**src/htg_pkg.sv**
```systemverilog
`timescale 1ns / 1ps

package htg_pkg;

	localparam int TEMP_W  = 12;
	localparam int BAND_W  = 10;
	localparam int COUNT_W = 8;
	localparam int CFG_IDX_W  = 3;
	localparam int CFG_DATA_W = 12;
	// thresholds are target +/- band, kept exact
	localparam int THR_W = 14;

	localparam logic [CFG_IDX_W-1:0] REG_TARGET_TEMP     = 3'd0;
	localparam logic [CFG_IDX_W-1:0] REG_HYSTERESIS_BAND = 3'd1;
	localparam logic [CFG_IDX_W-1:0] REG_MAX_ON_MINUTES  = 3'd2;
	localparam logic [CFG_IDX_W-1:0] REG_REST_MINUTES    = 3'd3;
	localparam logic [CFG_IDX_W-1:0] REG_TIMEOUT_MINUTES = 3'd4;

	// 22.0 degrees and 1.5 degrees in sixteenths
	localparam logic signed [TEMP_W-1:0] TARGET_RESET = 12'sd352;
	localparam logic [BAND_W-1:0]        BAND_RESET   = 10'd24;
	localparam logic [COUNT_W-1:0]       MAX_ON_RESET = 8'd30;
	localparam logic [COUNT_W-1:0]       REST_RESET   = 8'd5;
	localparam logic [COUNT_W-1:0]       TIMEOUT_RESET = 8'd5;
	localparam logic [COUNT_W-1:0]       COUNT_MAX    = 8'd255;

	typedef struct packed {
		logic heater_drive;
		logic alarm_active;
		logic alarm_raised;
		logic sensor_recovered;
	} result_t;

endpackage

```
**src/htg_if.sv**
```systemverilog
`timescale 1ns / 1ps

interface htg_in_if
	import htg_pkg::*;
();
	logic                     valid;
	logic                     ready;
	logic                     sample_valid;
	logic signed [TEMP_W-1:0] temperature;

	modport source (output valid, output sample_valid, output temperature, input ready);
	modport sink (input valid, input sample_valid, input temperature, output ready);
endinterface

interface htg_out_if
	import htg_pkg::*;
();
	logic valid;
	logic ready;
	logic heater_drive;
	logic alarm_active;
	logic alarm_raised;
	logic sensor_recovered;

	modport source (output valid, output heater_drive, output alarm_active,
		output alarm_raised, output sensor_recovered, input ready);
	modport sink (input valid, input heater_drive, input alarm_active,
		input alarm_raised, input sensor_recovered, output ready);
endinterface

interface htg_cfg_if
	import htg_pkg::*;
();
	logic                  valid;
	logic                  ready;
	logic [CFG_IDX_W-1:0]  index;
	logic [CFG_DATA_W-1:0] data;

	modport source (output valid, output index, output data, input ready);
	modport sink (input valid, input index, input data, output ready);
endinterface

```
**src/heater_thermostat_guard_top.sv**
```systemverilog
`timescale 1ns / 1ps
// a request is registered in stage 1 at acceptance, and its result then in the stage 2 result register
// throughput: one request per cycle; the state update is one short compare/count stage
// input stalls only while a result waits in the output register and stage 1 is also full
// reset (arst_n low, asynchronous): heater off, counters zero, alarm clear,
// configuration back to 22.0 deg target, 1.5 deg band, 30 on, 5 rest, 5 timeout

module heater_thermostat_guard_top
	import htg_pkg::*;
(
	input  logic      clk,
	input  logic      arst_n,
	htg_in_if.sink    sample,
	htg_out_if.source result,
	htg_cfg_if.sink   cfg
);

	// configuration registers
	logic signed [TEMP_W-1:0] target_q;
	logic [BAND_W-1:0]        band_q;
	logic [COUNT_W-1:0]       max_on_q;
	logic [COUNT_W-1:0]       rest_len_q;
	logic [COUNT_W-1:0]       timeout_q;

	// controller state
	logic               heater_q;
	logic               alarm_q;
	logic [COUNT_W-1:0] on_run_q;
	logic [COUNT_W-1:0] rest_q;
	logic [COUNT_W-1:0] silent_q;

	// stage 1: accepted request
	logic                     valid_s1;
	logic                     smp_valid_s1;
	logic signed [TEMP_W-1:0] temp_s1;

	// stage 2: result register
	logic    valid_s2;
	result_t res_s2;

	logic advance;
	logic take_in;

	// next-state logic
	logic               heater_d;
	logic               alarm_d;
	logic [COUNT_W-1:0] on_run_d;
	logic [COUNT_W-1:0] rest_d;
	logic [COUNT_W-1:0] silent_d;
	logic               raised_d;
	logic               recovered_d;

	logic [COUNT_W-1:0]      silent_inc;
	logic [COUNT_W-1:0]      on_inc;
	logic signed [THR_W-1:0] temp_w;
	logic signed [THR_W-1:0] thr_on;
	logic signed [THR_W-1:0] thr_off;

	// config channel is always open; writes must come only while idle (the block does not enforce this)
	assign cfg.ready = 1'b1;

	always_ff @(posedge clk or negedge arst_n) begin
		if (!arst_n) begin
			target_q   <= TARGET_RESET;
			band_q     <= BAND_RESET;
			max_on_q   <= MAX_ON_RESET;
			rest_len_q <= REST_RESET;
			timeout_q  <= TIMEOUT_RESET;
		end else if (cfg.valid) begin
			case (cfg.index)
				REG_TARGET_TEMP:     target_q   <= cfg.data[TEMP_W-1:0];
				REG_HYSTERESIS_BAND: band_q     <= cfg.data[BAND_W-1:0];
				REG_MAX_ON_MINUTES:  max_on_q   <= cfg.data[COUNT_W-1:0];
				REG_REST_MINUTES:    rest_len_q <= cfg.data[COUNT_W-1:0];
				REG_TIMEOUT_MINUTES: timeout_q  <= cfg.data[COUNT_W-1:0];
				default: ;
			endcase
		end
	end

	// stage 1 moves on whenever the result register is free or being drained
	assign advance      = valid_s1 && (!valid_s2 || result.ready);
	assign sample.ready = !valid_s1 || advance;
	assign take_in      = sample.valid && sample.ready;

	always_ff @(posedge clk or negedge arst_n) begin
		if (!arst_n) begin
			valid_s1 <= 1'b0;
		end else if (sample.ready) begin
			valid_s1 <= sample.valid;
		end
	end

	always_ff @(posedge clk) begin
		if (take_in) begin
			smp_valid_s1 <= sample.sample_valid;
			temp_s1      <= sample.temperature;
		end
	end

	// exact thresholds in 14-bit signed arithmetic
	assign temp_w  = THR_W'(temp_s1);
	assign thr_on  = THR_W'(target_q) - $signed({{(THR_W-BAND_W){1'b0}}, band_q});
	assign thr_off = THR_W'(target_q) + $signed({{(THR_W-BAND_W){1'b0}}, band_q});

	// saturating increments
	assign silent_inc = (silent_q != COUNT_MAX) ? silent_q + 1'b1 : silent_q;
	assign on_inc     = (on_run_q != COUNT_MAX) ? on_run_q + 1'b1 : on_run_q;

	always_comb begin
		heater_d    = heater_q;
		alarm_d     = alarm_q;
		on_run_d    = on_run_q;
		rest_d      = rest_q;
		silent_d    = silent_q;
		raised_d    = 1'b0;
		recovered_d = 1'b0;
		if (!smp_valid_s1) begin
			// silent tick: count up, trip the watchdog at the timeout
			silent_d = silent_inc;
			if (silent_inc >= timeout_q) begin
				raised_d = heater_q || !alarm_q;
				heater_d = 1'b0;
				alarm_d  = 1'b1;
			end
		end else begin
			// good sample clears the watchdog
			recovered_d = (silent_q >= timeout_q);
			silent_d    = '0;
			alarm_d     = 1'b0;
			if (rest_q != '0) begin
				// forced rest in progress
				rest_d   = rest_q - 1'b1;
				heater_d = 1'b0;
			end else if (heater_q) begin
				on_run_d = on_inc;
				if (on_inc >= max_on_q) begin
					// run limit hit: start the rest period
					heater_d = 1'b0;
					rest_d   = rest_len_q;
					on_run_d = '0;
				end else if (temp_w >= thr_off) begin
					heater_d = 1'b0;
					on_run_d = '0;
				end
			end else if (temp_w <= thr_on) begin
				heater_d = 1'b1;
				on_run_d = '0;
			end
		end
	end

	always_ff @(posedge clk or negedge arst_n) begin
		if (!arst_n) begin
			heater_q <= 1'b0;
			alarm_q  <= 1'b0;
			on_run_q <= '0;
			rest_q   <= '0;
			silent_q <= '0;
		end else if (advance) begin
			heater_q <= heater_d;
			alarm_q  <= alarm_d;
			on_run_q <= on_run_d;
			rest_q   <= rest_d;
			silent_q <= silent_d;
		end
	end

	// result register
	always_ff @(posedge clk or negedge arst_n) begin
		if (!arst_n) begin
			valid_s2 <= 1'b0;
		end else if (advance) begin
			valid_s2 <= 1'b1;
		end else if (result.ready) begin
			valid_s2 <= 1'b0;
		end
	end

	always_ff @(posedge clk) begin
		if (advance) begin
			res_s2.heater_drive     <= heater_d;
			res_s2.alarm_active     <= alarm_d;
			res_s2.alarm_raised     <= raised_d;
			res_s2.sensor_recovered <= recovered_d;
		end
	end

	assign result.valid            = valid_s2;
	assign result.heater_drive     = res_s2.heater_drive;
	assign result.alarm_active     = res_s2.alarm_active;
	assign result.alarm_raised     = res_s2.alarm_raised;
	assign result.sensor_recovered = res_s2.sensor_recovered;

	// the watchdog always holds the heater off
	a_alarm_heater_off: assert property (@(posedge clk) disable iff (!arst_n)
		alarm_q |-> !heater_q)
		else $error("heater on while alarm is set");

	// no heating during a forced rest
	a_rest_heater_off: assert property (@(posedge clk) disable iff (!arst_n)
		(rest_q != '0) |-> !heater_q)
		else $error("heater on during forced rest");

	// raise and recovery pulses never come from the same request
	a_pulse_exclusive: assert property (@(posedge clk) disable iff (!arst_n)
		valid_s2 |-> !(res_s2.alarm_raised && res_s2.sensor_recovered))
		else $error("raise and recovery pulses together");

	// a raise pulse comes with the alarm set and the heater off
	a_raise_sets_alarm: assert property (@(posedge clk) disable iff (!arst_n)
		(valid_s2 && res_s2.alarm_raised) |-> (res_s2.alarm_active && !res_s2.heater_drive))
		else $error("raise pulse without alarm");

endmodule
```
**src/flat_wrapper.sv**
```systemverilog
// flat-port wrapper written by rule: the top's interface ports become plain ports
module heater_thermostat_guard_top_flat import htg_pkg::*;
  (clk, arst_n, sample_valid, sample_sample_valid, sample_temperature, sample_ready, result_valid, result_heater_drive, result_alarm_active, result_alarm_raised, result_sensor_recovered, result_ready, cfg_valid, cfg_index, cfg_data, cfg_ready);
  htg_in_if sample_i ();
  htg_out_if result_i ();
  htg_cfg_if cfg_i ();
  input  logic clk;
  input  logic arst_n;
  input wire logic [$bits(sample_i.valid)-1:0] sample_valid;
  input wire logic [$bits(sample_i.sample_valid)-1:0] sample_sample_valid;
  input wire logic [$bits(sample_i.temperature)-1:0] sample_temperature;
  output wire logic [$bits(sample_i.ready)-1:0] sample_ready;
  output wire logic [$bits(result_i.valid)-1:0] result_valid;
  output wire logic [$bits(result_i.heater_drive)-1:0] result_heater_drive;
  output wire logic [$bits(result_i.alarm_active)-1:0] result_alarm_active;
  output wire logic [$bits(result_i.alarm_raised)-1:0] result_alarm_raised;
  output wire logic [$bits(result_i.sensor_recovered)-1:0] result_sensor_recovered;
  input wire logic [$bits(result_i.ready)-1:0] result_ready;
  input wire logic [$bits(cfg_i.valid)-1:0] cfg_valid;
  input wire logic [$bits(cfg_i.index)-1:0] cfg_index;
  input wire logic [$bits(cfg_i.data)-1:0] cfg_data;
  output wire logic [$bits(cfg_i.ready)-1:0] cfg_ready;
  assign sample_i.valid = sample_valid;
  assign sample_i.sample_valid = sample_sample_valid;
  assign sample_i.temperature = sample_temperature;
  assign sample_ready = sample_i.ready;
  assign result_valid = result_i.valid;
  assign result_heater_drive = result_i.heater_drive;
  assign result_alarm_active = result_i.alarm_active;
  assign result_alarm_raised = result_i.alarm_raised;
  assign result_sensor_recovered = result_i.sensor_recovered;
  assign result_i.ready = result_ready;
  assign cfg_i.valid = cfg_valid;
  assign cfg_i.index = cfg_index;
  assign cfg_i.data = cfg_data;
  assign cfg_ready = cfg_i.ready;
  heater_thermostat_guard_top u_core (.clk(clk), .arst_n(arst_n), .sample(sample_i), .result(result_i), .cfg(cfg_i));
endmodule
```
**config.mk**
```make
export PLATFORM = sky130hd
export DESIGN_NAME = heater_thermostat_guard_top_flat
export DESIGN_NICKNAME = d
export VERILOG_FILES = /design/src/htg_pkg.sv /design/src/htg_if.sv /design/src/heater_thermostat_guard_top.sv /design/src/flat_wrapper.sv
export SDC_FILE = /design/constraint.sdc
export NUM_CORES = 1
export LEC_CHECK = 0
export BUFFER_PORTS_ARGS = -buffer_cell sky130_fd_sc_hd__clkbuf_2
export CAP_MARGIN = 20
export CORE_ASPECT_RATIO = 1.75
export CORE_MARGIN = 8
export CORE_UTILIZATION = 32
export CTS_BUF_LIST = sky130_fd_sc_hd__clkbuf_4 sky130_fd_sc_hd__clkbuf_8 sky130_fd_sc_hd__clkbuf_16
export DETAILED_ROUTE_END_ITERATION = 16
export GPL_ROUTABILITY_DRIVEN = 1
export SETUP_SLACK_MARGIN = 0.2
export SLEW_MARGIN = 40
export SYNTH_ARGS = -nofsm -noshare
export SYNTH_HDL_FRONTEND = slang
export SYNTH_SLANG_ARGS = --single-unit
```
**constraint.sdc**
```tcl
create_clock -name clk -period 3.9 [get_ports clk]
set_input_delay 0.195 -clock clk [delete_from_list [all_inputs] [get_ports clk]]
set_output_delay 0.195 -clock clk [all_outputs]
set_load 0.02 [all_outputs]
```
==> results.md, run 1 <==
- Top cells by area, synth: dfrtp_1 25%, ha_1 15%, edfxtp_1 8.3%, dfstp_2 5.6%, mux2_2 4.0%
- PwrDens: ~560 nW/um^2
- Pins over their slew limit: 0
- Vias in the first global route: a little under 5000
- Count of flip-flops with a built-in enable after synthesis: 17
- H-tree depth: 3
- Fill count: 1880
- Max Clock Skew: 0.00878 ns
- First-pass DRT Iterations: 4
- Maximum clock path buffer count: 2
- RSZ-0062 raised after global routing: true
- Via Count: about 4700
- Die H: 199 um
- MaxCap Viol Count: 0
- Share of the synthesized area in the top cell type: ~25%
- Area grow syn2layout: 17.0%
- Remaining antenna violation count after routing: 0
- CP Data Arrival Time: 3.89 ns
- # setup viols final: 0
- Req. time, crit path: 4.16 ns
- # DRC: 0
- CP Class: register to register
- Finished Layout Cells: slightly above 900
- HP Class: input port to register
- Syn Inst Count: approximately 620
- Tcrit/Tclk final: approximately 93%
- P_leak: roughly 3.2 nW
- Synthesized area: a little over 6000 sq um
- Clock Sinks: 91
- Worst slack, placed: 0.0477 ns
- Die Wd: 121 um
- DP Cell Count: about 900
- N_diodes: 0
- Fin crit period: 3.63 ns
- Starting Density: approximately a third
- Fin Setup TNS: 0 ns
- Final Hold Fails: 0
- Tot Pwr: between 4 and 5 mW
- Number of DRC markers in iteration 0: between 100 and 150
- Slew @ Worst Pin: ~0.77 ns
- Synth Net Count: 732
- Synthesis-stage register bit count: 91
- CTS tree: done
- Die Area: 24100 sq um
- Clock slew at reported path FFs: about 0.070 ns
- FP Rows: between 60 and 70
- Worst skew pair latency: between 0.3 and 0.4 ns
- Max IR drop VDD: between 200 and 250 uV
- Ys Warns: 0
- Wire length per cell: approximately 17 um
- Core area: around 19000 sq um
- I/O Pins: 40
- CP endpoint kind: register
- Hold slack final: 0.0158 ns
- Syn avg cell area: approximately 9.9 sq um
- Hpwl dp: between 10000 and 15000 um
- Tot GR Track Use: around an eighth
- GPL Wtd Cong: about 0.8
- Top cell type by total area after synthesis: dfrtp_1
- Vias/cell: 5.12
- Share of cells above drive strength 1: 22.8%
- CTS Root Cell: clkbuf_16
- Drt total wl: 15200 um
- Largest net degree at the start of global routing: 75
- Initial antenna violation count: 0
- Slew margin rel.: slightly below 50%
- Synth Flop Type: dfrtp_1
- First-pass GRT wire length: ~24000 um
- Setup ws final: 0.273 ns
- Status: complete, no violations
- Register area share after synthesis: between 30% and 40%
- Critical Path Fanout Max: 7
- Asr flop ratio synth: 81.3%
- Netlist cell types: 72
- Nets: just under 800
- Grt ovf: 0
- Startpoint Class: register
- TritonCTS Buffers: 9
- IO Port Bufs: 38
- F_max: 276 MHz
[synthesized netlist by cell type, types with 12 or more instances]
master,instances
mux2_2,22
nand3_1,18
xnor2_1,15
nor2_1,36
ha_1,74
nor3_1,12
edfxtp_1,17
a21oi_1,39
nand2_1,54
a21o_1,15
dfrtp_1,61
inv_1,44
o21ai_0,37
dfstp_2,13
[area by class of cell]
cell class	count	area [sq um]	share of cell area, %
tap	241	302	4.19
multi-input combinational	471	3680	51.2
clock inverter	3	45.0	0.627
sequential	91	2380	33.1
inverter	44	165	2.30
clock buffer	13	273	3.79
timing repair buffer	57	345	4.80
[routing by layer]
metal	GRT usage (%)	share of wire, %	up-vias
met3	2.15	2.2	29
met2	25.4	56	70
met5	0	0	-
met1	12.8	38	2262
li1	-	-	2346
met4	6.60	3.2	0
[cells by family (layout without fill, tap and decap cells)]
kind of cell / Yosys count / count (layout) / share of synthesized area [%]
compound gates: 155 / 155 / 16.5
mux: 27 / 27 / 4.86
buf+inv: 61 / 117 / 4.15
other cells: 1 / 1 / 0.0610
flops: 91 / 91 / 38.7
fa+ha+maj: 76 / 76 / 15.7
simple gates: 190 / 190 / 16.9
xor+xnor: 22 / 22 / 3.13
[registers in the layout, summed over array words and instances (netlist names)]
register,flops
u_core.heater_q,1
u_core.rest_len_q,8
u_core.target_q,12
u_core.result.heater_drive,1
u_core.silent_q,8
u_core.timeout_q,8
u_core.result.alarm_active,1
u_core.temp_s1,12
u_core.alarm_q,1
u_core.band_q,10
u_core.rest_q,8
u_core.on_run_q,8
u_core.valid_s1,1
u_core.result.sensor_recovered,1
u_core.result.valid,1
u_core.result.alarm_raised,1
u_core.max_on_q,8
u_core.smp_valid_s1,1
[per-stage QoR]
step	cell area, sq um	util [%]
4_1_cts	7040	37.0
2_1_floorplan	6150	-
3_5_place_dp	6670	35.0
6_report	7190	37.8
3_3_place_gp	6660	35.0
5_1_grt	7190	37.8
[worst max-delay path, stage by stage, from the launching register on]
cell and delay [ns]:
dfrtp_1 0.39, ha_2 0.19, inv_1 0.05, fa_2 0.34, o21ba_4 0.21, o21bai_4 0.15
a221oi_2 0.08, o21bai_1 0.18, a21oi_2 0.11, o41a_1 0.34, nand2_1 0.13, ha_4 0.22
nand4_1 0.11, a311oi_1 0.07, buf_4 0.16, nor4b_4 0.25, buf_4 0.19, nand2_2 0.06
a21boi_1 0.14, o221ai_1 0.18
[power by group]
group	internal [mW]	switching (mW)
sequential	1.16	0.160
combinational	0.828	0.952
clock	0.558	0.383
[final timing paths]
check / startpoint / to / slack (ns) / cells past startpoint
max: u_core.band_q[0] / u_core.heater_q / 0.27 / 19
min: sample_sample_valid / u_core.smp_valid_s1 / 0.02 / 1
max reg2reg: u_core.band_q[0] / u_core.heater_q / 0.27 / 19
min reg2reg: u_core.rest_len_q[0] / u_core.rest_q[0] / 0.50 / 2
max in group asynchronous: arst_n / u_core.band_q[8] / 2.96 / 2
min in group asynchronous: arst_n / u_core.rest_len_q[1] / 0.42 / 2
[cell usage in the layout, fill, tap and decap left out, types with 5 or more instances in the layout]
master and count:
inv_1 42, dfstp_2 13, mux2_2 21, or3_1 5, xor2_1 7, ha_4 5
and3_1 6, o21ai_1 8, a22o_1 5, o21bai_1 6, nand2_1 52, nand2b_1 7
a21o_1 15, dfrtp_1 61, buf_4 17, and4_1 6, ha_1 67, o21a_1 7
edfxtp_1 17, nand4_1 7, nor2b_1 9, xnor2_1 15, nor3_1 12, clkbuf_2 37
a21oi_1 38, clkbuf_16 10, nand3_1 18, nor2_1 34, o21ai_0 36
[what timing repair did]
action | 4_1_cts | 5_1_grt
pin swaps | 2 | 18
hold buffers | 1 | 0
gates resized for setup | 9 | 21
hold endpoints to repair | 61 | 0
endpoints found under the setup margin | 10 | 10
gates cloned | 0 | 0
setup buffers | 1 | 3
(Power assumes the default switching activity.)
==> run 2, diff against run 1 <==
Settings changed: CORE_UTILIZATION 32 to 30, REMOVE_ABC_BUFFERS set to 1.
==> results.md, run 2 (synthesis results as in run 1) <==
- Req. time, crit path: 4.02 ns (was 4.16 ns)
- Max Clock Skew: 0.0125 ns (was 0.00878 ns)
- Die Area: 25500 sq um (was 24100 sq um)
- Initial antenna violation count: 0 (unchanged)
- Clock Sinks: 91 (unchanged)
- Pins over their slew limit: 0 (unchanged)
- CP endpoint kind: register (unchanged)
- GPL Wtd Cong: 0.838 (was 0.800)
- Clock slew at reported path FFs: 0.07 ns (about the same)
- F_max: 269 MHz (was 276 MHz)
- Hold Path Origin: sample_temperature[7] (was sample_sample_valid)
- IO Port Bufs: 38 (unchanged)
- First-pass DRT Iterations: 4 (unchanged)
- Vias/cell: 5.09 (was 5.12)
- Startpoint Class: register (unchanged)
- Largest registers: u_core.target_q: 12 flops, u_core.temp_s1: 12 flops, u_core.band_q: 10 flops (unchanged)
- Critical Path Fanout Max: 4 (was 7)
- Crit-path cells: inv_2 > ha_4 > buf_4 > o21a_1 > o31ai_4 > a21oi_2 > o211ai_2 > nand2_2 > or4_1 > and4_4 > ha_4 > nand4_1 > nor2_2 > o21a_1 > a41oi_2 > mux2_4 > nand4_1 > o21ai_1 (was ha_2 > inv_1 > fa_2 > o21ba_4 > o21bai_4 > a221oi_2 > o21bai_1 > a21oi_2 > o41a_1 > nand2_1 > ha_4 > nand4_1 > a311oi_1 > buf_4 > nor4b_4 > buf_4 > nand2_2 > a21boi_1 > o221ai_1)
- Tot Pwr: 4.13 mW (was 4.05 mW)
- MaxCap Viol Count: 0 (unchanged)
- Max IR drop VDD: 210 uV (was 211 uV)
- FP Rows: 69 (was 67)
- DP Cell Count: 909 (was 899)
- Worst skew pair latency: 0.36 ns (was 0.35 ns)
- HP Class: input port to register (unchanged)
- Nets: 795 (was 783)
- Final Hold Fails: 0 (unchanged)
- TritonCTS Buffers: 9 (unchanged)
- H-tree depth: 3 (unchanged)
- Fin crit period: 3.71 ns (was 3.63 ns)
- CP Data Arrival Time: 3.83 ns (was 3.89 ns)
- Die Wd: 124 um (was 121 um)
- Starting Density: 30.4% (was 32.3%)
- Die H: 205 um (was 199 um)
- Final instance area: 7330 sq um (was 7190 sq um)
- Tcrit/Tclk final: 95.2% (was 93.0%)
- First-pass GRT wire length: 24600 um (was 24400 um)
- Finished Layout Cells: 939 (was 920)
- CP startpoint: u_core.band_q[3] (was u_core.band_q[0])
- Maximum clock path buffer count: 2 (unchanged)
- Remaining antenna violation count after routing: 0 (unchanged)
- Drt total wl: 15400 um (was 15200 um)
- Core area: 20200 sq um (was 19000 sq um)
- Leading cell type in the layout, fill and taps excluded: ha_1 (unchanged)
- Grt ovf: 0 (unchanged)
- Crit-path slowest cell: dfstp_2 (was dfrtp_1)
- Hold slack final: 0.0122 ns (was 0.0158 ns)
- Slew margin rel.: 52.8% (was 48.8%)
- I/O Pins: 40 (unchanged)
- Number of DRC markers in iteration 0: 193 (was 131)
- Tot GR Track Use: 12.2% (was 13.1%)
- Worst r2r src: u_core.band_q[3] (was u_core.band_q[0])
- CTS Root Cell: clkbuf_16 (unchanged)
- Placement Cell Area: 6690 sq um (was 6670 sq um)
- # DRC: 0 (unchanged)
- # setup viols final: 0 (unchanged)
- CP Class: register to register (unchanged)
- RSZ-0062 raised after global routing: true (unchanged)
- N_diodes: 0 (unchanged)
- Max incr delay on CP: 0.54 ns (was 0.39 ns)
- CTS tree: done (unchanged)
- Area grow syn2layout: 19.2% (was 17.0%)
- Via Count: 4778 (was 4707)
- P_leak: 3.31 nW (was 3.24 nW)
- PwrDens: 564 nW/um^2 (was 563 nW/um^2)
- Slew @ Worst Pin: 0.708 ns (was 0.768 ns)
- Share of cells above drive strength 1: 22.9% (was 22.8%)
- Vias in the first global route: 4969 (was 4898)
- Most frequent cells in the layout: 69 x ha_1, 61 x dfrtp_1, 52 x nand2_1, 43 x inv_1, 38 x a21oi_1 (was 67 x ha_1, 61 x dfrtp_1, 52 x nand2_1, 42 x inv_1, 38 x a21oi_1)
- Wire length per cell: 16.4 um (was 16.6 um)
- Status: complete, no violations (unchanged)
- Hpwl dp: 11900 um (was 11800 um)
- Fill count: 2092 (was 1880)
- Largest net degree at the start of global routing: 75 (unchanged)
run 2: changes by cell type in the layout (fill, tap and decap cells not counted), moves of 2 or more:
cell / change
dlygate4sd3_1: +7
buf_4: +3
inv_8: +3
clkbuf_4: -2
clkinvlp_4: -2
ha_1: +2
nor2b_1: +2
o2bb2ai_1: -2
o2bb2ai_2: +2
run 2: cell type report:
type | count | area [sq um] | share of cell area (%)
inverter | 44 | 165 | 2.25
clock buffer | 10 | 233 | 3.18
sequential | 91 | 2380 | 32.5
clock inverter | 6 | 103 | 1.40
multi-input combinational | 471 | 3670 | 50.1
tap | 248 | 310 | 4.23
timing repair buffer | 69 | 464 | 6.33
run 2: timing repair:
action	CTS	global route
pin swaps	23	7
setup endpoints to repair	10	10
endpoints found under the hold margin	68	0
hold buffers	8	0
resized for setup	25	5
setup buffers	4	1
run 2: worst paths after layout:
kind	slack (ns)	cells after the start	end
hold reg to reg	0.50	2	u_core.rest_q[0]
min in group asynchronous	0.42	2	u_core.result.valid
setup reg to reg	0.19	18	u_core.result.heater_drive
setup / recovery	0.19	18	u_core.result.heater_drive
max in group asynchronous	2.97	2	u_core.on_run_q[2]
hold / removal	0.01	1	u_core.temp_s1[7]
run 2: worst max-delay path, delay by kind of cell, from the launching register on:
| family | cells | cell delay (ns) |
|---|---|---|
| DFF | 1 | 0.54 |
| and+or+nand+nor | 6 | 1.11 |
| buffers and inverters | 2 | 0.20 |
| adders and majority gates | 2 | 0.50 |
| muxes | 1 | 0.35 |
| AOI/OAI and AO/OA | 7 | 0.78 |
run 2: per-layer routing:
| layer | vias to the layer above | track usage, % | wire length (um) |
|---|---|---|---|
| met5 | - | 0 | 0 |
| met4 | 0 | 7.05 | 599 |
| met3 | 30 | 1.96 | 296 |
| met2 | 58 | 24.5 | 8730 |
| met1 | 2338 | 11.3 | 5770 |
| li1 | 2352 | - | - |
run 2: through the flow:
step	util (%)	TNS [ns]	worst slack (ns)
2_1_floorplan	-	0	0.413
3_3_place_gp	33.1	0	0.0928
3_5_place_dp	33.1	-0.00651	-0.00636
4_1_cts	36.0	0	0.198
5_1_grt	36.3	-0.0324	-0.0324
6_report	36.3	0	0.186
run 2: power breakdown:
group	internal (mW)	total (mW)	switching, mW
Combinational	0.838	1.80	0.967
Sequential	1.16	1.32	0.160
Clock	0.585	1.01	0.421
Total	2.59	4.13	1.55
